## src/sv/json_object_stream_framer_top_macros.svh

```systemverilog
// Assertion macros used by the framer core (jsof_core).
// Each macro expects signals named clock and reset in the module that uses it.
`ifndef JSON_OBJECT_STREAM_FRAMER_TOP_MACROS_SVH
`define JSON_OBJECT_STREAM_FRAMER_TOP_MACROS_SVH

// Same-cycle implication, checked at every rising clock edge outside reset.
`define JSOF_ASSERT_NOW(label, ante, cons, msg) \
   label: assert property (@(posedge clock) disable iff (reset) (ante) |-> (cons)) \
      else $error(msg);

// Next-cycle implication, checked at every rising clock edge outside reset.
`define JSOF_ASSERT_NEXT(label, ante, cons, msg) \
   label: assert property (@(posedge clock) disable iff (reset) (ante) |=> (cons)) \
      else $error(msg);

`endif

```

## src/sv/jsof_pkg.sv

```systemverilog
package jsof_pkg;

   localparam int unsigned ByteW    = 8;
   localparam int unsigned LenW     = 12;
   localparam int unsigned AgeW     = 16;
   localparam int unsigned CsrIdxW  = 1;
   localparam int unsigned CsrDataW = 16;

   localparam logic [LenW-1:0] MaxLenReset  = 12'd511;
   localparam logic [AgeW-1:0] TimeoutReset = 16'd1000;

   localparam logic [ByteW-1:0] ChOpen   = 8'h7B;
   localparam logic [ByteW-1:0] ChClose  = 8'h7D;
   localparam logic [ByteW-1:0] ChQuote  = 8'h22;
   localparam logic [ByteW-1:0] ChBslash = 8'h5C;

   typedef enum logic {
      MODE_DATA = 1'b0,
      MODE_TICK = 1'b1
   } mode_type;

   typedef enum logic [1:0] {
      STATUS_DATA     = 2'd0,
      STATUS_TOO_LONG = 2'd1,
      STATUS_TIMEOUT  = 2'd2
   } status_type;

   typedef enum logic [CsrIdxW-1:0] {
      CSR_MAX_OBJECT_LEN     = 1'b0,
      CSR_OPEN_TIMEOUT_TICKS = 1'b1
   } csr_index_type;

   typedef struct packed {
      logic             mode;
      logic [ByteW-1:0] byte_in;
   } req_type;

   typedef struct packed {
      logic [ByteW-1:0] byte_out;
      logic             first_byte;
      logic             last_byte;
      status_type       status;
   } rsp_type;

endpackage

```

## src/sv/jsof_core.sv

```systemverilog
`include "json_object_stream_framer_top_macros.svh"

module jsof_core (
   input  logic                           clock,
   input  logic                           reset,
   input  logic                           fire,
   input  jsof_pkg::req_type              item,
   input  logic [jsof_pkg::LenW-1:0]      max_len,
   input  logic [jsof_pkg::AgeW-1:0]      timeout,
   output logic                           res_valid,
   output jsof_pkg::rsp_type              res
);

   logic                        object_open_ff, object_open_in;
   logic                        inside_string_ff, inside_string_in;
   logic                        escape_pending_ff, escape_pending_in;
   logic [jsof_pkg::LenW-1:0]   nest_depth_ff, nest_depth_in;
   logic [jsof_pkg::LenW-1:0]   object_length_ff, object_length_in;
   logic [jsof_pkg::AgeW-1:0]   open_age_ff, open_age_in;

   logic [jsof_pkg::AgeW-1:0]   age_inc;
   logic [jsof_pkg::LenW:0]     len_plus;
   logic [jsof_pkg::LenW-1:0]   depth_dec;
   logic                        closing;

   always_ff @(posedge clock) begin
      if (reset) begin
         object_open_ff    <= 1'b0;
         inside_string_ff  <= 1'b0;
         escape_pending_ff <= 1'b0;
         nest_depth_ff     <= '0;
         object_length_ff  <= '0;
         open_age_ff       <= '0;
      end else begin
         object_open_ff    <= object_open_in;
         inside_string_ff  <= inside_string_in;
         escape_pending_ff <= escape_pending_in;
         nest_depth_ff     <= nest_depth_in;
         object_length_ff  <= object_length_in;
         open_age_ff       <= open_age_in;
      end
   end

   assign age_inc   = (open_age_ff == '1) ? open_age_ff : open_age_ff + 1'b1;
   assign len_plus  = {1'b0, object_length_ff} + 1'b1;
   assign depth_dec = nest_depth_ff - 1'b1;

   always_comb begin
      object_open_in    = object_open_ff;
      inside_string_in  = inside_string_ff;
      escape_pending_in = escape_pending_ff;
      nest_depth_in     = nest_depth_ff;
      object_length_in  = object_length_ff;
      open_age_in       = open_age_ff;
      res_valid         = 1'b0;
      res.byte_out      = item.byte_in;
      res.first_byte    = 1'b0;
      res.last_byte     = 1'b0;
      res.status        = jsof_pkg::STATUS_DATA;
      closing           = 1'b0;

      if (fire) begin
         priority if (item.mode == jsof_pkg::MODE_TICK) begin
            if (object_open_ff) begin
               if (age_inc > timeout) begin
                  object_open_in    = 1'b0;
                  inside_string_in  = 1'b0;
                  escape_pending_in = 1'b0;
                  nest_depth_in     = '0;
                  object_length_in  = '0;
                  open_age_in       = '0;
                  res_valid         = 1'b1;
                  res.byte_out      = '0;
                  res.last_byte     = 1'b1;
                  res.status        = jsof_pkg::STATUS_TIMEOUT;
               end else begin
                  open_age_in = age_inc;
               end
            end
         end else if (!object_open_ff) begin
            // Hunting: only an opening brace starts an object.
            if (item.byte_in == jsof_pkg::ChOpen) begin
               object_open_in    = 1'b1;
               inside_string_in  = 1'b0;
               escape_pending_in = 1'b0;
               nest_depth_in     = jsof_pkg::LenW'(1);
               object_length_in  = jsof_pkg::LenW'(1);
               open_age_in       = '0;
               res_valid         = 1'b1;
               res.first_byte    = 1'b1;
            end
         end else if (len_plus > {1'b0, max_len}) begin
            // The byte that would overrun the cap is swallowed.
            object_open_in    = 1'b0;
            inside_string_in  = 1'b0;
            escape_pending_in = 1'b0;
            nest_depth_in     = '0;
            object_length_in  = '0;
            open_age_in       = '0;
            res_valid         = 1'b1;
            res.byte_out      = '0;
            res.last_byte     = 1'b1;
            res.status        = jsof_pkg::STATUS_TOO_LONG;
         end else begin
            object_length_in = len_plus[jsof_pkg::LenW-1:0];
            if (inside_string_ff) begin
               priority if (escape_pending_ff) begin
                  escape_pending_in = 1'b0;
               end else if (item.byte_in == jsof_pkg::ChBslash) begin
                  escape_pending_in = 1'b1;
               end else if (item.byte_in == jsof_pkg::ChQuote) begin
                  inside_string_in = 1'b0;
               end else begin
                  inside_string_in = inside_string_ff;
               end
            end else begin
               priority if (item.byte_in == jsof_pkg::ChQuote) begin
                  inside_string_in = 1'b1;
               end else if (item.byte_in == jsof_pkg::ChOpen) begin
                  nest_depth_in = nest_depth_ff + 1'b1;
               end else if (item.byte_in == jsof_pkg::ChClose) begin
                  nest_depth_in = depth_dec;
                  closing       = (depth_dec == '0);
               end else begin
                  nest_depth_in = nest_depth_ff;
               end
            end
            res_valid     = 1'b1;
            res.last_byte = closing;
            if (closing) begin
               object_open_in    = 1'b0;
               inside_string_in  = 1'b0;
               escape_pending_in = 1'b0;
               nest_depth_in     = '0;
               object_length_in  = '0;
               open_age_in       = '0;
            end
         end
      end
   end

   `JSOF_ASSERT_NOW(a_hunt_clear, !object_open_ff,
      (nest_depth_ff == '0) && (object_length_ff == '0) && (open_age_ff == '0)
      && !inside_string_ff && !escape_pending_ff,
      "framer state not cleared while hunting")
   `JSOF_ASSERT_NOW(a_depth_bound, object_open_ff,
      (nest_depth_ff != '0) && (nest_depth_ff <= object_length_ff),
      "nesting depth out of bounds for the open object")
   `JSOF_ASSERT_NOW(a_abort_shape, res_valid && (res.status != jsof_pkg::STATUS_DATA),
      res.last_byte && (res.byte_out == '0) && !res.first_byte,
      "abort result malformed")
   `JSOF_ASSERT_NEXT(a_last_hunts, res_valid && res.last_byte,
      !object_open_ff,
      "object still open after its last item")

endmodule

```

## src/sv/jsof_out_reg.sv

```systemverilog
module jsof_out_reg (
   input  logic              clock,
   input  logic              reset,
   input  logic              load,
   input  jsof_pkg::rsp_type load_data,
   input  logic              rsp_ready,
   output logic              rsp_valid,
   output jsof_pkg::rsp_type rsp_payload
);

   logic              valid_ff, valid_in;
   jsof_pkg::rsp_type data_ff, data_in;

   always_comb begin
      valid_in = valid_ff;
      data_in  = data_ff;
      if (load) begin
         valid_in = 1'b1;
         data_in  = load_data;
      end else if (rsp_ready) begin
         valid_in = 1'b0;
      end
   end

   always_ff @(posedge clock) begin
      if (reset) begin
         valid_ff <= 1'b0;
      end else begin
         valid_ff <= valid_in;
      end
   end

   always_ff @(posedge clock) begin
      data_ff <= data_in;
   end

   assign rsp_valid   = valid_ff;
   assign rsp_payload = data_ff;

endmodule

```

## src/sv/json_object_stream_framer_top.sv

```systemverilog
// JSON object stream framer.
// The req channel carries one item per handshake: either a received byte
// (mode data) or a time tick (mode tick). Bytes outside an object are dropped;
// an opening brace starts an object, and every object byte leaves on the rsp
// channel, with first_byte on the opening brace and last_byte on the brace
// that closes the outermost level. Braces inside quoted strings do not count.
// An object longer than max_object_len bytes, or open for more than
// open_timeout_ticks ticks, ends in an abort item with status too long or
// timeout; the consumer then drops the partial object.
// The csr channel writes register 0 (max_object_len) and 1 (open_timeout_ticks);
// it is always ready and is meant to be used only while the block is idle.
// The req item is held in the input register and its result in the result
// register, which drives rsp_valid. One item per cycle is sustained while
// the receiver keeps up, since the state update between those registers is
// combinational.
// When the receiver stalls, the result register holds its item and the input
// register fills, after which req_ready drops. Reset empties both registers,
// returns to hunting and restores the register defaults 511 and 1000.
module json_object_stream_framer_top (
   input  logic                               clock,
   input  logic                               reset,
   input  logic                               req_valid,
   output logic                               req_ready,
   input  jsof_pkg::req_type                  req_payload,
   output logic                               rsp_valid,
   input  logic                               rsp_ready,
   output jsof_pkg::rsp_type                  rsp_payload,
   input  logic                               csr_valid,
   output logic                               csr_ready,
   input  logic [jsof_pkg::CsrIdxW-1:0]       csr_index,
   input  logic [jsof_pkg::CsrDataW-1:0]      csr_data
);

   logic                        in_valid_ff, in_valid_in;
   jsof_pkg::req_type           in_data_ff, in_data_in;
   logic [jsof_pkg::LenW-1:0]   max_len_ff, max_len_in;
   logic [jsof_pkg::AgeW-1:0]   timeout_ff, timeout_in;
   logic                        fire;
   logic                        res_valid;
   jsof_pkg::rsp_type           res;

   // The held item is processed when the result register is free or draining.
   assign fire      = in_valid_ff && (!rsp_valid || rsp_ready);
   assign req_ready = !in_valid_ff || fire;
   assign csr_ready = 1'b1;

   always_comb begin
      in_valid_in = in_valid_ff;
      in_data_in  = in_data_ff;
      if (req_valid && req_ready) begin
         in_valid_in = 1'b1;
         in_data_in  = req_payload;
      end else if (fire) begin
         in_valid_in = 1'b0;
      end
   end

   always_comb begin
      max_len_in = max_len_ff;
      timeout_in = timeout_ff;
      if (csr_valid && csr_ready) begin
         unique case (csr_index)
            jsof_pkg::CSR_MAX_OBJECT_LEN: begin
               max_len_in = csr_data[jsof_pkg::LenW-1:0];
            end
            jsof_pkg::CSR_OPEN_TIMEOUT_TICKS: begin
               timeout_in = csr_data[jsof_pkg::AgeW-1:0];
            end
            default: begin
               max_len_in = max_len_ff;
            end
         endcase
      end
   end

   always_ff @(posedge clock) begin
      if (reset) begin
         in_valid_ff <= 1'b0;
         max_len_ff  <= jsof_pkg::MaxLenReset;
         timeout_ff  <= jsof_pkg::TimeoutReset;
      end else begin
         in_valid_ff <= in_valid_in;
         max_len_ff  <= max_len_in;
         timeout_ff  <= timeout_in;
      end
   end

   always_ff @(posedge clock) begin
      in_data_ff <= in_data_in;
   end

   jsof_core u_core (
      .clock     (clock),
      .reset     (reset),
      .fire      (fire),
      .item      (in_data_ff),
      .max_len   (max_len_ff),
      .timeout   (timeout_ff),
      .res_valid (res_valid),
      .res       (res)
   );

   jsof_out_reg u_out_reg (
      .clock       (clock),
      .reset       (reset),
      .load        (res_valid),
      .load_data   (res),
      .rsp_ready   (rsp_ready),
      .rsp_valid   (rsp_valid),
      .rsp_payload (rsp_payload)
   );

endmodule

```

## config.mk

```make
export PLATFORM = sky130hd
export DESIGN_NAME = json_object_stream_framer_top
export DESIGN_NICKNAME = d
export VERILOG_FILES = /design/src/sv/jsof_pkg.sv /design/src/sv/jsof_core.sv /design/src/sv/jsof_out_reg.sv /design/src/sv/json_object_stream_framer_top.sv
export VERILOG_INCLUDE_DIRS = /design/src /design/src/sv
export SDC_FILE = /design/constraint.sdc
export NUM_CORES = 1
export LEC_CHECK = 0
export ABC_AREA = 1
export BUFFER_PORTS_ARGS = -buffer_cell sky130_fd_sc_hd__clkbuf_2
export CAP_MARGIN = 0
export CORE_MARGIN = 2
export CORE_UTILIZATION = 61
export DETAILED_ROUTE_END_ITERATION = 16
export HOLD_SLACK_MARGIN = 0.03
export PLACE_DENSITY = 0.81
export SLEW_MARGIN = 20
export SYNTH_ARGS = -nofsm -noshare
export SYNTH_HDL_FRONTEND = slang
export SYNTH_SLANG_ARGS = --single-unit
```

## constraint.sdc

```tcl
create_clock -name clock -period 4 [get_ports clock]
set_input_delay 0 -clock clock [delete_from_list [all_inputs] [get_ports clock]]
set_output_delay 0 -clock clock [all_outputs]
set_load 0.005 [all_outputs]
```

After elaboration in Yosys (flattened, before gate mapping)
Cells that the tools add are included.

Logic and storage cells: 133. Output and inout port bits: 15. Register bits: 94.

Equality and inequality tests: 11. Reductions and logical operators: 18. $lt $le $gt $ge: 2. Add/subtract/negate cells: 4. Bitwise operators: 2. Mux-type cells: 80.

Operators by type and width (number): two-way mux 12 bit (16); two-way mux 16 bit (8); two-way mux 1 bit (47); two-way mux 8 bit (5); == test 8 x 7 -> 1 bit, second input constant (3); adder 16 x 1 -> 16 bit, second input constant (1); == test 16 bit, second input constant (1); > comparator 16 bit (1); != test 5 bit, second input constant (3); adder 12 x 1 -> 13 bit, second input constant (1); > comparator 13 x 12 -> 1 bit (1); adder 12 x 1 -> 12 bit, second input constant (1); zero test 12 bit (1); two-way mux 3 bit (4); subtractor 12 x 1 -> 12 bit, second input constant (1); == test 8 x 6 -> 1 bit, second input constant (1); AND reduction 4 bit (2); AND reduction 7 bit (1); nonzero test 2 bit (3); AND reduction 5 bit (1); nonzero test 5 bit (1); != test 2 x 1 -> 1 bit, second input constant (2); != test 4 bit, second input constant (1); AND reduction 2 bit (2); 5 further kinds (9).

Depth between registers and ports, before layout
Word-level depth: 14. Gate-level depth with buffers: 22. Gate-level depth less buffers: 21.

Modules after synthesis
A second synthesis with hierarchy kept.

Cells, all modules: 854. Area total of the unflattened synthesis: 5814.3 um2.

By module, submodules not included: jsof_core (sequential area each 860.8 um2, area an instance 4071.4 um2, cells an instance 687, times used 1); json_object_stream_framer_top (sequential area each 850.8 um2, area an instance 1342.5 um2, cells an instance 150, times used 1); jsof_out_reg (sequential area each 380.4 um2, area an instance 400.4 um2, cells an instance 17, times used 1).

Least setup slack after synthesis
No wires, ideal clock.

Path type: reg-to-reg. From: reg u_core.open_age_ff[1] (netlist bit). To: reg u_out_reg.data_ff (netlist bit u_out_reg.rsp_payload[0]), enable pin. Arrival time: 2.619 ns. Period minus slack after synthesis: 2.956 ns. Path slack: 1.044 ns. Cell stages (with the launch flop): 19. Cell sequence: dfxtp_1 > ha_1 > nand3_1 > nor2_2 > nand4_1 > nor2_1 > or2_2 > xor2_1 > inv_1 > ha_1 > nand2_1 > nor2_1 > nand2_1 > nand2_1 > nand2_1 > nand2_1 > nand3_1 > nand2_1 > buf_2.

Word-level cells in the longest chain between the ends: 7. Elaborated cells between the ends (all ways): 8.

Ends and longest elaborated chain: start, declared (RTL line jsof_core.sv:19) `logic [jsof_pkg::AgeW-1:0] open_age_ff, open_age_in;`; start signal, assigned (RTL line jsof_core.sv:40) `open_age_ff <= open_age_in;`; adder 16 x 1 -> 16 bit or == test 16 bit (tied branches) (RTL line jsof_core.sv:44) `assign age_inc = (open_age_ff == '1) ? open_age_ff : open_age_ff + 1'b1;`; two-way mux 16 bit * (RTL line jsof_core.sv:44); > comparator 16 bit * (RTL line jsof_core.sv:65) `if (age_inc > timeout) begin`; two-way mux 1 bit * (RTL line jsof_core.sv:65); two-way mux 1 bit * (RTL line jsof_core.sv:64) `if (object_open_ff) begin`; two-way mux 1 bit * (RTL line jsof_core.sv:63) `priority if (item.mode == jsof_pkg::MODE_TICK) begin`; two-way mux 1 bit * (RTL line jsof_core.sv:62) `if (fire) begin`; net res_valid (RTL line json_object_stream_framer_top.sv:39) `logic res_valid;`; end signal, assigned (RTL line jsof_out_reg.sv:34) `data_ff <= data_in;`; end, declared (RTL line jsof_out_reg.sv:12) `jsof_pkg::rsp_type data_ff, data_in;`.

The timed path passes the listed nets; every way through them passes the cells marked *. A chain may end at the register's enable or synchronous reset.

Worst setup path in the final report
From: reg u_core.open_age_ff[1] (netlist bit). To: reg u_core.escape_pending_ff.

Word-level cells in the longest chain between the ends: 5. Elaborated cells between the ends (all ways): 6.

Ends and longest elaborated chain: adder 16 x 1 -> 16 bit or == test 16 bit (tied branches) (RTL line jsof_core.sv:44); two-way mux 16 bit * (RTL line jsof_core.sv:44); > comparator 16 bit * (RTL line jsof_core.sv:65); != test 2 x 1 -> 1 bit (no source line) *; AND reduction 5 bit (no source line) *; end signal, assigned (RTL line jsof_core.sv:37) `escape_pending_ff <= escape_pending_in;`; end, declared (RTL line jsof_core.sv:16) `logic escape_pending_ff, escape_pending_in;`.

Every way passes the cells marked *; elsewhere a longest branch is shown, timed or not.

==> qor.txt <==
First DRT Iteration DRCs -> 220
Post-Syn Instances -> 836
Leak -> 0.00311 µW
root buffer cell -> clkbuf_8
Worst setup SP type -> flop
TritonCTS clock tree -> built
CTS max path bufs -> 2
Post-Synthesis Cell Area -> 5900 µm²
diode count -> 0
hpwl dp -> 10,100 µm
Clk Latency, worst-skew pair -> 0.38 ns
Fin. Hold Viols -> 0
Worst EP required -> 4.32 ns
EDFF count, synth -> 21
CP Class -> flop to flop
Layout area overhead -> 12.0%
H-tree Lvls -> 3
maxcap violations -> 0
Final Wtd Congestion -> 0.977
Netlist cell types -> 38
#FFs+latches synth -> 94
WHS Path Cells -> 2
min cycle time layout -> 3.56 ns
CTS buffer count -> 9
routed len/inst -> 14.0 µm
Vias -> 5,615
Most common cell on crit path -> nand2_1
Layout Nets -> 953
WL final -> 14,300 µm
critical path buffer and inverter count -> 2
crit-path max cell delay -> 0.40 ns
final worst slack -> 0.440 ns
DR pass1 iterations -> 5
share of layout cells above drive strength 1 -> 13.1%
Max IR drop VDD -> 0.000310 V
Max Slew Vio Count -> 0
Synth warnings -> 0
Post-synth ARST share -> 0%
GRT Residual Overflow -> 0
CTS sink cnt -> 94
Die Y -> 102 µm
Syn Area/Cell -> 7.05 µm²
cells along the critical path -> ha_1, nand3_1, nor2_2, nand4_1, nor2_1, or2_2, xor2_1, inv_1, ha_1, nand2_1, nor2_1, nand2_1, nand2_1, nand2_1, nand2_1, nand3_1, nand2_1, buf_4, nand2_1, nand2_1, nand3_1, nor2_1
CP delay by family, top -> simple AND/OR/NAND/NOR gates
Slew @ Worst Pin -> 1.03 ns
# setup viols final -> 0
Power Total -> 1840 µW
Final period util -> 89.0%
vias per cell -> 5.49
initial antenna violation count -> 0
sequential-to-total area share from yosys stat -> 35.5%
Place WS -> 0.528 ns
outcome -> complete, no violations
port buffer count -> 44
Crit. End Element -> flop
Synth area leader -> dfxtp_1
Max transition margin -> 31.0%
DIE AREA -> 10,500 µm²
CTS clk-pin slew, worst paths -> 0.10 ns
Core Region -> 9330 µm²
top-area cell type share of the netlist area -> 24.8%
Finished Layout Cells -> 1,023
Antenna Violating Nets Remaining -> 0
first-pass GRT wire length -> 23,900 µm
top-count cell post-synth -> nand2_1
WP depth -> 22
TNS Setup -> 0 ns
All-Layer GR Usage -> 28.8%
Hold Path Class -> input port to flop
vias in the first global route -> 5,322
DIE WIDTH -> 102 µm
pin count of the biggest net entering global routing -> 51
Main synth FF type -> dfxtp_1
most area-consuming cells after synthesis -> dfxtp_1 25%, nand2_1 12%, edfxtp_1 11%
top cells by count, synth -> 194 x nand2_1, 99 x nor2_1, 98 x inv_1
WP data arrival -> 3.88 ns
DRC Markers -> 0
Critical-path top delay cell -> dfxtp_1
I/O pins -> 46
skew final -> 0.0138 ns
# rows -> 35
Final Core Density -> 70.8%
syn nets -> 900
pwr dens -> 278 nW/µm²
RSZ-0062 raised after global routing -> false
Initial Utilization -> 63.2%
Worst R2R Path Depth -> 22
Max Freq -> 0.281 GHz
cell count after placement -> 981
crit path max fanout -> 15
what timing repair did:
item                      4_1_cts  5_1_grt
hold endpoints to repair       37        0
buffers inserted                0        0
resized for setup               0        0
hold buffers                   26        0
flip-flops by register name (all words and copies together) (netlist names):
register                  cells
u_out_reg.rsp_payload        12
u_core.object_open_ff         1
u_core.escape_pending_ff      1
in_data_ff                    9
u_core.open_age_ff           16
u_core.object_length_ff      12
max_len_ff                   12
u_core.nest_depth_ff         12
in_valid_ff                   1
timeout_ff                   16
u_core.inside_string_ff       1
u_out_reg.rsp_valid           1
cell type report:
class / count / area [µm²]
clock buffer: 11 / 141
clock inverter: 5 / 65.1
fill: 772 / 2720
inverter: 105 / 397
multi-input combinational: 605 / 3240
sequential: 94 / 2090
tap: 129 / 161
timing repair buffer: 74 / 510
power breakdown:
part | internal [µW] | leakage, µW | total, µW | switching, µW
Sequential | 996 | 0.000786 | 1010 | 16.2
Combinational | 61.1 | 0.00222 | 154 | 92.5
Clock | 315 | 0.000106 | 671 | 356
cell usage in the layout (no fill, tap or decap), types with 7 or more instances in the layout:
| cell | instances |
|---|---|
| nand2_1 | 194 |
| nor2_1 | 99 |
| inv_1 | 98 |
| dfxtp_1 | 73 |
| nand3_1 | 57 |
| a21oi_1 | 52 |
| clkbuf_2 | 44 |
| ha_1 | 33 |
| o21ai_0 | 30 |
| dlygate4sd3_1 | 26 |
| nor2_2 | 25 |
| nand4_1 | 25 |
| xor2_1 | 22 |
| edfxtp_1 | 21 |
| o211ai_1 | 15 |
| nor3_1 | 14 |
| clkbuf_8 | 10 |
| nand2_2 | 7 |
cells by family after synthesis:
kind of cell | after synthesis | synth area share (%)
simple gates | 440 | 34.1
buf+inv | 137 | 9.59
compound gates | 102 | 9.34
flops | 94 | 35.5
fa+ha+maj | 33 | 7.00
xor+xnor | 29 | 4.44
other cells | 1 | 0.0636
per-stage QoR:
stage          hold slack, ns  area, µm²
2_1_floorplan          0.0989       5900
3_3_place_gp            0.177       6140
3_5_place_dp            0.179       6140
4_1_cts                0.0507       6610
5_1_grt                0.0882       6610
6_report               0.0722       6610
worst paths after layout:
check / startpoint / to / slack (ns)
worst max-delay path: u_core.open_age_ff[1]$_SDFFE_PP0P_ / u_core.escape_pending_ff$_SDFFE_PP0P_ / 0.44
worst min-delay path: reset / u_core.object_open_ff$_SDFFE_PP0P_ / 0.07
worst max register to register: u_core.open_age_ff[1]$_SDFFE_PP0P_ / u_core.escape_pending_ff$_SDFFE_PP0P_ / 0.44
worst min register to register: max_len_ff[11]$_SDFFE_PP0P_ / max_len_ff[11]$_SDFFE_PP0P_ / 0.47
worst register-to-register path: stages (launching register included):
cell and delay (ns):
dfxtp_1 0.40, ha_1 0.22, nand3_1 0.12, nor2_2 0.21
nand4_1 0.19, nor2_1 0.19, or2_2 0.14, xor2_1 0.20
inv_1 0.07, ha_1 0.27, nand2_1 0.04, nor2_1 0.15
nand2_1 0.07, nand2_1 0.06, nand2_1 0.05, nand2_1 0.09
nand3_1 0.07, nand2_1 0.35, buf_4 0.30, nand2_1 0.09
nand2_1 0.06, nand3_1 0.07, nor2_1 0.09
routing by layer:
layer  track usage [%]  part of all wire (%)  up-vias
met1              34.4                    43     2571
met2              53.5                    50      198
met3              4.38                   4.8       31
li1                  -                     -     2815
met5                 0                     0        -
met4              8.31                   2.0        0
(Power assumes the default switching activity.)
